**src/hw/rtl/fss_pkg.sv**
```systemverilog
package fss_pkg;

	localparam int QUERY_SLOTS = 32;
	localparam int QUERY_IDX_W = 5;
	localparam int POS_W = 6;
	localparam int RUN_W = 6;
	localparam int SCORE_W = 10;
	localparam int ADD_W = 7;
	localparam int CFG_INDEX_W = 3;
	localparam int CFG_DATA_W = 64;
	localparam int DEFAULT_MAX_QUERY_CHARS = 32;

	localparam logic [SCORE_W-1:0] SCORE_MAX = 10'd1023;
	localparam logic [SCORE_W-1:0] PREFIX_BONUS = 10'd100;
	localparam logic [ADD_W-1:0] WORD_BONUS = 7'd10;
	localparam logic [ADD_W-1:0] MATCH_BONUS = 7'd2;
	localparam logic [RUN_W-1:0] RUN_MAX = 6'd63;

	localparam logic [7:0] CHAR_SPACE = 8'h20;
	localparam logic [7:0] CHAR_DASH = 8'h2d;
	localparam logic [7:0] CHAR_UNDERSCORE = 8'h5f;
	localparam logic [7:0] CHAR_UPPER_A = 8'h41;
	localparam logic [7:0] CHAR_UPPER_Z = 8'h5a;
	localparam logic [7:0] CASE_OFFSET = 8'h20;

	localparam logic [CFG_INDEX_W-1:0] REG_QUERY_LOW = 3'd0;
	localparam logic [CFG_INDEX_W-1:0] REG_QUERY_MID_LOW = 3'd1;
	localparam logic [CFG_INDEX_W-1:0] REG_QUERY_MID_HIGH = 3'd2;
	localparam logic [CFG_INDEX_W-1:0] REG_QUERY_HIGH = 3'd3;
	localparam logic [CFG_INDEX_W-1:0] REG_QUERY_LENGTH = 3'd4;

	typedef logic [QUERY_SLOTS-1:0][7:0] query_bytes_t;

	typedef struct packed {
		logic matched;
		logic [SCORE_W-1:0] match_score;
	} fss_result_t;

	function automatic logic [7:0] fold_char(input logic [7:0] c);
		logic [7:0] r;
		r = c;
		if (c >= CHAR_UPPER_A && c <= CHAR_UPPER_Z) begin
			r = c + CASE_OFFSET;
		end
		return r;
	endfunction

	function automatic logic is_separator(input logic [7:0] c);
		return (c == CHAR_SPACE) || (c == CHAR_DASH) || (c == CHAR_UNDERSCORE);
	endfunction

endpackage

```
**src/hw/rtl/fss_if.sv**
```systemverilog
interface fss_name_if;
	logic valid;
	logic ready;
	logic [7:0] name_char;
	logic name_end;

	modport source(output valid, name_char, name_end, input ready);
	modport sink(input valid, name_char, name_end, output ready);
endinterface

interface fss_result_if;
	logic valid;
	logic ready;
	logic matched;
	logic [9:0] match_score;

	modport source(output valid, matched, match_score, input ready);
	modport sink(input valid, matched, match_score, output ready);
endinterface

```
**src/hw/rtl/fuzzy_subsequence_scorer_top.sv**
```systemverilog
// Fuzzy subsequence scorer: name characters enter one per cycle, and a result item
// becomes valid on the edge at which the character that carries name_end leaves the input
// register, so the item passes through the input register and then the result register.
// Throughput is one character per cycle, set by the state update between the input
// register and the result register; the input side stalls only when a final character
// waits in the input register while an earlier result has not been taken. Load the
// query registers while no name is in flight.
module fuzzy_subsequence_scorer_top
	import fss_pkg::*;
#(
	parameter int MAX_QUERY_CHARS = DEFAULT_MAX_QUERY_CHARS
) (
	input logic clk,
	input logic arst_n,
	input logic cfg_wr_en,
	input logic [CFG_INDEX_W-1:0] cfg_index,
	input logic [CFG_DATA_W-1:0] cfg_data,
	fss_name_if.sink name_in,
	fss_result_if.source result_out
);

	query_bytes_t query_bytes;
	logic [POS_W-1:0] query_len;

	logic valid_s1;
	logic [7:0] char_s1;
	logic end_s1;
	logic advance_s1;
	logic out_valid_q;
	fss_result_t res_q;
	fss_result_t res;

	fss_cfg_regs #(
		.MAX_QUERY_CHARS(MAX_QUERY_CHARS)
	) u_cfg (
		.clk(clk),
		.arst_n(arst_n),
		.cfg_wr_en(cfg_wr_en),
		.cfg_index(cfg_index),
		.cfg_data(cfg_data),
		.query_bytes(query_bytes),
		.query_len(query_len)
	);

	assign advance_s1 = valid_s1 && (!end_s1 || !out_valid_q || result_out.ready);
	assign name_in.ready = !valid_s1 || advance_s1;

	always_ff @(posedge clk or negedge arst_n) begin
		if (!arst_n) begin
			valid_s1 <= 1'b0;
		end else if (name_in.ready) begin
			valid_s1 <= name_in.valid;
		end
	end

	always_ff @(posedge clk) begin
		if (name_in.ready && name_in.valid) begin
			char_s1 <= name_in.name_char;
			end_s1 <= name_in.name_end;
		end
	end

	fss_scorer u_scorer (
		.clk(clk),
		.arst_n(arst_n),
		.step(advance_s1),
		.name_char(char_s1),
		.name_end(end_s1),
		.query_bytes(query_bytes),
		.query_len(query_len),
		.result(res)
	);

	always_ff @(posedge clk or negedge arst_n) begin
		if (!arst_n) begin
			out_valid_q <= 1'b0;
		end else if (advance_s1 && end_s1) begin
			out_valid_q <= 1'b1;
		end else if (result_out.ready) begin
			out_valid_q <= 1'b0;
		end
	end

	always_ff @(posedge clk) begin
		if (advance_s1 && end_s1) begin
			res_q <= res;
		end
	end

	assign result_out.valid = out_valid_q;
	assign result_out.matched = res_q.matched;
	assign result_out.match_score = res_q.match_score;

	a_end_gives_result: assert property (@(posedge clk) disable iff (!arst_n)
		advance_s1 && end_s1 |=> out_valid_q)
		else $error("final character advanced without producing a result");

	a_empty_stage_ready: assert property (@(posedge clk) disable iff (!arst_n)
		!valid_s1 |-> name_in.ready)
		else $error("input not ready although the input register is empty");

	a_unmatched_zero: assert property (@(posedge clk) disable iff (!arst_n)
		result_out.valid && !result_out.matched |-> result_out.match_score == '0)
		else $error("unmatched result carries a nonzero score");

	a_no_overwrite: assert property (@(posedge clk) disable iff (!arst_n)
		out_valid_q && !result_out.ready |-> !(advance_s1 && end_s1))
		else $error("pending result overwritten");

endmodule

```
**src/hw/rtl/fss_cfg_regs.sv**
```systemverilog
module fss_cfg_regs
	import fss_pkg::*;
#(
	parameter int MAX_QUERY_CHARS = DEFAULT_MAX_QUERY_CHARS
) (
	input logic clk,
	input logic arst_n,
	input logic cfg_wr_en,
	input logic [CFG_INDEX_W-1:0] cfg_index,
	input logic [CFG_DATA_W-1:0] cfg_data,
	output query_bytes_t query_bytes,
	output logic [POS_W-1:0] query_len
);

	localparam logic [POS_W-1:0] LEN_LIMIT = POS_W'(MAX_QUERY_CHARS);

	logic [CFG_DATA_W-1:0] chars_low_q;
	logic [CFG_DATA_W-1:0] chars_mid_low_q;
	logic [CFG_DATA_W-1:0] chars_mid_high_q;
	logic [CFG_DATA_W-1:0] chars_high_q;
	logic [POS_W-1:0] length_q;

	always_ff @(posedge clk or negedge arst_n) begin
		if (!arst_n) begin
			chars_low_q <= '0;
			chars_mid_low_q <= '0;
			chars_mid_high_q <= '0;
			chars_high_q <= '0;
			length_q <= '0;
		end else if (cfg_wr_en) begin
			case (cfg_index)
				REG_QUERY_LOW: chars_low_q <= cfg_data;
				REG_QUERY_MID_LOW: chars_mid_low_q <= cfg_data;
				REG_QUERY_MID_HIGH: chars_mid_high_q <= cfg_data;
				REG_QUERY_HIGH: chars_high_q <= cfg_data;
				REG_QUERY_LENGTH: length_q <= cfg_data[POS_W-1:0];
				default: ;
			endcase
		end
	end

	assign query_bytes = query_bytes_t'({chars_high_q, chars_mid_high_q,
		chars_mid_low_q, chars_low_q});

	// A length beyond the supported query size counts as the full size.
	assign query_len = (length_q > LEN_LIMIT) ? LEN_LIMIT : length_q;

endmodule

```
**src/hw/rtl/fss_scorer.sv**
```systemverilog
module fss_scorer
	import fss_pkg::*;
(
	input logic clk,
	input logic arst_n,
	input logic step,
	input logic [7:0] name_char,
	input logic name_end,
	input query_bytes_t query_bytes,
	input logic [POS_W-1:0] query_len,
	output fss_result_t result
);

	logic [POS_W-1:0] qpos_q;
	logic [RUN_W-1:0] run_q;
	logic word_q;
	logic [SCORE_W-1:0] score_q;
	logic [POS_W-1:0] npos_q;
	logic prefix_q;

	logic [7:0] c;
	logic npos_hit;
	logic [7:0] prefix_ch;
	logic prefix_n;
	logic [POS_W-1:0] npos_n;
	logic qpos_hit;
	logic [7:0] query_ch;
	logic qmatch;
	logic [ADD_W-1:0] add;
	logic [SCORE_W:0] sum;
	logic [SCORE_W-1:0] score_n;
	logic [RUN_W-1:0] run_n;
	logic [POS_W-1:0] qpos_n;
	logic word_n;
	logic bonus;
	logic [SCORE_W:0] final_sum;
	logic [SCORE_W-1:0] final_score;
	logic all_found;

	assign c = fold_char(name_char);

	// Prefix tracking compares the name against the query position by position.
	assign npos_hit = npos_q < query_len;
	assign prefix_ch = fold_char(query_bytes[npos_q[QUERY_IDX_W-1:0]]);
	assign prefix_n = prefix_q && !(npos_hit && prefix_ch != c);
	assign npos_n = npos_hit ? npos_q + POS_W'(1) : npos_q;

	assign qpos_hit = qpos_q < query_len;
	assign query_ch = fold_char(query_bytes[qpos_q[QUERY_IDX_W-1:0]]);
	assign qmatch = qpos_hit && (query_ch == c);

	assign add = MATCH_BONUS + ADD_W'(run_q) + (word_q ? WORD_BONUS : '0);
	assign sum = (SCORE_W+1)'(score_q) + (SCORE_W+1)'(add);
	assign score_n = !qmatch ? score_q :
		(sum > (SCORE_W+1)'(SCORE_MAX)) ? SCORE_MAX : sum[SCORE_W-1:0];

	always_comb begin
		run_n = run_q;
		if (qmatch) begin
			run_n = (run_q == RUN_MAX) ? RUN_MAX : run_q + RUN_W'(1);
		end else if (qpos_hit) begin
			run_n = '0;
		end
	end

	assign qpos_n = qmatch ? qpos_q + POS_W'(1) : qpos_q;
	assign word_n = qpos_hit ? is_separator(c) : word_q;

	assign all_found = qpos_n >= query_len;
	assign bonus = prefix_n && (npos_n >= query_len);
	assign final_sum = (SCORE_W+1)'(score_n) + (bonus ? (SCORE_W+1)'(PREFIX_BONUS) : '0);
	assign final_score = (final_sum > (SCORE_W+1)'(SCORE_MAX)) ? SCORE_MAX :
		final_sum[SCORE_W-1:0];

	assign result.matched = all_found;
	assign result.match_score = ((query_len != '0) && all_found) ? final_score : '0;

	always_ff @(posedge clk or negedge arst_n) begin
		if (!arst_n) begin
			qpos_q <= '0;
			run_q <= '0;
			word_q <= 1'b1;
			score_q <= '0;
			npos_q <= '0;
			prefix_q <= 1'b1;
		end else if (step) begin
			if (name_end) begin
				qpos_q <= '0;
				run_q <= '0;
				word_q <= 1'b1;
				score_q <= '0;
				npos_q <= '0;
				prefix_q <= 1'b1;
			end else begin
				qpos_q <= qpos_n;
				run_q <= run_n;
				word_q <= word_n;
				score_q <= score_n;
				npos_q <= npos_n;
				prefix_q <= prefix_n;
			end
		end
	end

endmodule
```
**src/flat_wrapper.sv**
```systemverilog
// flat-port wrapper written by rule: the top's interface ports become plain ports
module fuzzy_subsequence_scorer_top_flat import fss_pkg::*;
#(
	parameter int MAX_QUERY_CHARS = DEFAULT_MAX_QUERY_CHARS
)
  (clk, arst_n, cfg_wr_en, cfg_index, cfg_data, name_in_valid, name_in_name_char, name_in_name_end, name_in_ready, result_out_valid, result_out_matched, result_out_match_score, result_out_ready);
  fss_name_if name_in_i ();
  fss_result_if result_out_i ();
  input logic clk;
  input logic arst_n;
  input logic cfg_wr_en;
  input logic [CFG_INDEX_W-1:0] cfg_index;
  input logic [CFG_DATA_W-1:0] cfg_data;
  input wire logic [$bits(name_in_i.valid)-1:0] name_in_valid;
  input wire logic [$bits(name_in_i.name_char)-1:0] name_in_name_char;
  input wire logic [$bits(name_in_i.name_end)-1:0] name_in_name_end;
  output wire logic [$bits(name_in_i.ready)-1:0] name_in_ready;
  output wire logic [$bits(result_out_i.valid)-1:0] result_out_valid;
  output wire logic [$bits(result_out_i.matched)-1:0] result_out_matched;
  output wire logic [$bits(result_out_i.match_score)-1:0] result_out_match_score;
  input wire logic [$bits(result_out_i.ready)-1:0] result_out_ready;
  assign name_in_i.valid = name_in_valid;
  assign name_in_i.name_char = name_in_name_char;
  assign name_in_i.name_end = name_in_name_end;
  assign name_in_ready = name_in_i.ready;
  assign result_out_valid = result_out_i.valid;
  assign result_out_matched = result_out_i.matched;
  assign result_out_match_score = result_out_i.match_score;
  assign result_out_i.ready = result_out_ready;
  fuzzy_subsequence_scorer_top #(.MAX_QUERY_CHARS(MAX_QUERY_CHARS)) u_core (.clk(clk), .arst_n(arst_n), .cfg_wr_en(cfg_wr_en), .cfg_index(cfg_index), .cfg_data(cfg_data), .name_in(name_in_i), .result_out(result_out_i));
endmodule
```
**config.mk**
```make
export PLATFORM = sky130hd
export DESIGN_NAME = fuzzy_subsequence_scorer_top_flat
export DESIGN_NICKNAME = d
export VERILOG_FILES = /design/src/hw/rtl/fss_pkg.sv /design/src/hw/rtl/fss_if.sv /design/src/hw/rtl/fuzzy_subsequence_scorer_top.sv /design/src/hw/rtl/fss_cfg_regs.sv /design/src/hw/rtl/fss_scorer.sv /design/src/flat_wrapper.sv
export SDC_FILE = /design/constraint.sdc
export NUM_CORES = 1
export LEC_CHECK = 0
export BUFFER_PORTS_ARGS = -buffer_cell sky130_fd_sc_hd__buf_2
export CORE_MARGIN = 5
export CORE_UTILIZATION = 28
export CTS_BUF_LIST = sky130_fd_sc_hd__clkbuf_4
export DETAILED_ROUTE_END_ITERATION = 7
export GPL_ROUTABILITY_DRIVEN = 0
export SLEW_MARGIN = 30
export SYNTH_ARGS = -nofsm -noshare
export SYNTH_HDL_FRONTEND = slang
export SYNTH_SLANG_ARGS = --single-unit
```
**constraint.sdc**
```tcl
create_clock -name clk -period 6.75 [get_ports clk]
set_input_delay 0.675 -clock clk [delete_from_list [all_inputs] [get_ports clk]]
set_output_delay 0.675 -clock clk [all_outputs]
set_load 0.02 [all_outputs]
```
==> flow_metrics.py <==
metrics = {
    "synth": {
        "synthesis.area_mm2": 0.0179,
        "synth-edff-count": 20,
        "async_flop_share_pct": 93.6,
        "synth.distinct_cells": 76,
        "synthCells": 1286,
        "ys.warnings.count": 0,
        "yosys-top-cells-area": "dfrtp_1 41%, mux4_2 17%, mux2_2 17%, edfxtp_1 3.4%, ha_1 3.0%",
        "synth_seq_cells": 314,
        "avgSynthCellArea_um2": 13.9,
        "synth_top_area_share_pct": 40.8,
        "synth-seq-area-share_pct": 44.5,
        "synth-main-ff-cell": "dfrtp_1",
        "synth_top_cell_by_area": "dfrtp_1",
        "synth_nets": 1412,
    },
    "route": {
        "drc": 0,
        "vias": 12026,
        "avgViaCountPerCell": 5.18,
        "first_pass_iters": 5,
        "drtIter0Drc": 792,
        "wirelength_um": 49200,
        "post_drt_wl_per_cell_um": 21.2,
        "antenna_left": 0,
    },
    "timing": {
        "drv_slew": 0,
        "fin_tns_setup_ns": 0,
        "finalHoldViolCount": 0,
        "setup_viol": 0,
        "rsz0062_at_grt": "no",
        "fin_crit_sh_pct": 91.5,
        "tightest_slew_ns": 1.00,
        "max_slew_margin_pct": 33.3,
        "fmax_mhz": 162,
        "setup_slack_ns": 0.575,
        "min_period_ns": 6.18,
        "fin_skew_ns": 0.0648,
    },
    "floorplan": {
        "coreArea_mm2": 0.0632,
        "die_area_mm2": 0.0691,
        "fp-row-count": 92,
        "chipWidth_um": 263,
        "ios": 94,
        "die_h_um": 263,
        "start_util_pct": 28.3,
    },
    "cts": {
        "cts_tree": "done",
        "htreeDepth": 3,
        "insertion_delay_ns": 0.82,
        "cts_root_buf": "clkbuf_4",
        "clk_path_buf_depth": 3,
        "path_clk_slew_ns": 0.07,
        "cts.sinks": 314,
        "cts_setup_buffers": 0,
        "cts-buffers-inserted": 84,
    },
    "place": {
        "place_inst": 2171,
        "preCtsSetupSlack_ns": 0.679,
        "port_buffers": 93,
        "hpwl_um": 33500,
        "place_area_mm2": 0.0194,
    },
    "pwr": {
        "irDropWorstVdd_uv": 176,
        "switching_power_mw": 2.34,
        "power_leakage_nw": 8.28,
        "power_frac_seq_pct": 39.3,
        "combPwrFrac_pct": 36.4,
        "p_clk_share_pct": 24.3,
        "power_density_mw_per_mm2": 340,
        "p_int_mw": 4.64,
        "swShare_pct": 33.5,
    },
    "worst_setup_path": {
        "crit_chain": "mux4_2, mux4_2, mux2i_4, inv_1, ha_1, nor3b_1, a21oi_1, o31ai_1, a211o_1, nand3_1, mux2_2, ha_1, a21o_1, a21oi_1, nor2b_1, o21ai_0, nand2b_1, a21oi_1, a21o_1, a311oi_1, o41ai_1, a31oi_1",
        "crit_family": "compound AO/OA/AOI/OAI gates",
        "cp_max_fo": 39,
        "worstPathArrival_ns": 6.68,
        "critical_path_buf_inv_count": 1,
        "cpMaxStageDelayCell": "dfrtp_4",
        "critPathRequiredTime_ns": 7.25,
        "cp_slowest_stage_delay_ns": 0.91,
        "critPathLaunchType": "flop",
        "cp_common_cell": "a21oi_1",
        "end_kind": "flop",
        "crit_type": "reg2reg",
    },
    "cells_and_area": {
        "design_area_mm2": 0.0205,
        "layout.nets": 1541,
        "syn_to_final_growth_pct": 14.6,
        "fillerInstances": 6274,
        "drive_gt1_share_pct": 46.6,
        "final_cell_count_no_fill": 2323,
        "final_util_pct": 32.5,
    },
    "global_route": {
        "grt_pass1_vias": 13039,
        "grt_pass1_wl_um": 77400,
        "antenna_found_initial": 6,
        "track_usage_pct": 14.1,
        "grt_overflow_total": 0,
        "grt_max_degree": 103,
    },
    "job": {
        "max_cap_violations": 0,
    },
    "outcome": {
        "outcome": "completed",
    },
    "min_path": {
        "min_path_type": "in2reg",
    },
}
## layout make-up
| cell class | instances | area, um2 | share of cell area [%] |
|---|---|---|---|
| multi-input combinational | 859 | 9490 | 46.2 |
| inverter | 30 | 113 | 0.549 |
| timing repair buffer | 126 | 825 | 4.02 |
| tap | 846 | 1060 | 5.16 |
| antenna | 4 | 10.0 | 0.0488 |
| sequential | 314 | 7970 | 38.9 |
| clock buffer | 122 | 916 | 4.46 |
| clock inverter | 22 | 136 | 0.665 |
## layout by cell type (no fill, tap or decap), types with 11 or more instances in the layout
cell | synthesis | layout
mux2i_1 | 43 | 43
xnor2_1 | 21 | 21
nand3_1 | 15 | 15
edfxtp_1 | 20 | 20
and3_1 | 11 | 11
nor2_1 | 29 | 28
dfrtp_1 | 292 | 287
nand2_1 | 46 | 46
buf_4 | 1 | 21
mux4_2 | 135 | 135
buf_2 | 7 | 92
a21oi_1 | 34 | 34
mux2_2 | 266 | 266
ha_1 | 43 | 43
xor2_1 | 14 | 14
clkbuf_4 | 1 | 122
o21ai_0 | 28 | 28
a21o_1 | 13 | 13
nor2b_1 | 11 | 11
inv_1 | 30 | 30
a22o_1 | 16 | 16
## cell families after synthesis
family                   synth area share (%)
XOR/XNOR                                 1.71
AND/OR/NAND/NOR                          4.97
multiplexers                             36.4
buffers and inverters                    2.77
AO/OA/AOI/OAI                            6.42
adder cells (fa/ha/maj)                  3.23
flip-flops                               44.5
## repair_timing
item                                    in CTS  in global routing
hold buffers                                 1                  1
endpoints found under the setup margin       0                  0
endpoints found under the hold margin       98                  1
resized for setup                            0                  0
## synth_stat cells (4+ instances only)
master,count
xor2_1,14
o31ai_1,6
and2_1,7
nand2_1,46
clkbuf_1,56
buf_2,7
and3_1,11
or2_2,6
a31oi_1,8
nor3_1,6
a22oi_1,8
a211oi_1,6
mux2_2,266
mux2i_1,43
nor2b_1,11
mux4_2,135
nand3_1,15
a21o_1,13
buf_1,11
ha_1,43
edfxtp_1,20
nor2_1,29
o221ai_1,4
a22o_1,16
nand4_1,6
a21oi_1,34
inv_1,30
buf_6,6
o22ai_1,5
nand2b_1,9
o21ai_0,28
xnor2_1,21
dfrtp_1,292
o2111ai_1,4
## registers in the layout, indices dropped and copies added, names as in the netlist
name,count
u_core.char_s1,8
u_core.u_cfg.chars_mid_high_q,64
u_core.u_scorer.score_q,10
u_core.valid_s1,1
u_core.u_scorer.qpos_q,6
u_core.u_scorer.word_q,1
u_core.result_out.match_score,10
u_core.u_cfg.chars_high_q,64
u_core.result_out.matched,1
u_core.u_cfg.chars_low_q,64
u_core.end_s1,1
u_core.u_cfg.length_q,6
u_core.result_out.valid,1
u_core.u_cfg.chars_mid_low_q,64
u_core.u_scorer.prefix_q,1
u_core.u_scorer.run_q,6
u_core.u_scorer.npos_q,6
## power by group through the flow
stage | sequential, mW | clock (mW) | combinational (mW)
2_1_floorplan | 2.51 | 0 | 2.14
5_1_grt | 2.80 | 1.85 | 2.75
3_5_place_dp | 2.77 | 0 | 2.54
6_report | 2.74 | 1.69 | 2.54
4_1_cts | 2.74 | 1.76 | 2.55
3_3_place_gp | 2.75 | 0 | 2.48
## through the flow
| stage | power, mW | hold slack, ns |
|---|---|---|
| global placement | 5.23 | 0.485 |
| floorplan | 4.64 | 0.379 |
| detailed placement | 5.31 | 0.492 |
| finish | 6.97 | 0.0862 |
| global route | 7.41 | 0.00297 |
| CTS | 7.04 | 0.00677 |
## per-layer routing
metal / global-route usage, % / share of wire, % / up-vias
met4: 4.23 / 2.0 / 4
met1: 18.7 / 44 / 6258
li1: - / - / 5299
met5: 0 / 0.043 / -
met3: 3.64 / 6.6 / 79
met2: 22.9 / 48 / 386
## path summary, 6_finish.rpt
kind | depth (start not counted) | start | slack, ns | endpoint
hold reg to reg | 2 | u_core.u_scorer.prefix_q | 0.50 | u_core.u_scorer.prefix_q
min in group asynchronous | 2 | arst_n | 0.38 | u_core.u_scorer.npos_q[2]
hold / removal | 1 | name_in_name_char[2] | 0.09 | u_core.char_s1[2]
setup reg to reg | 22 | u_core.u_scorer.qpos_q[0] | 0.57 | u_core.result_out.match_score[9]
max in group asynchronous | 4 | arst_n | 4.97 | u_core.u_scorer.qpos_q[2]
setup / recovery | 22 | u_core.u_scorer.qpos_q[0] | 0.57 | u_core.result_out.match_score[9]
(Power assumes the default switching activity.)
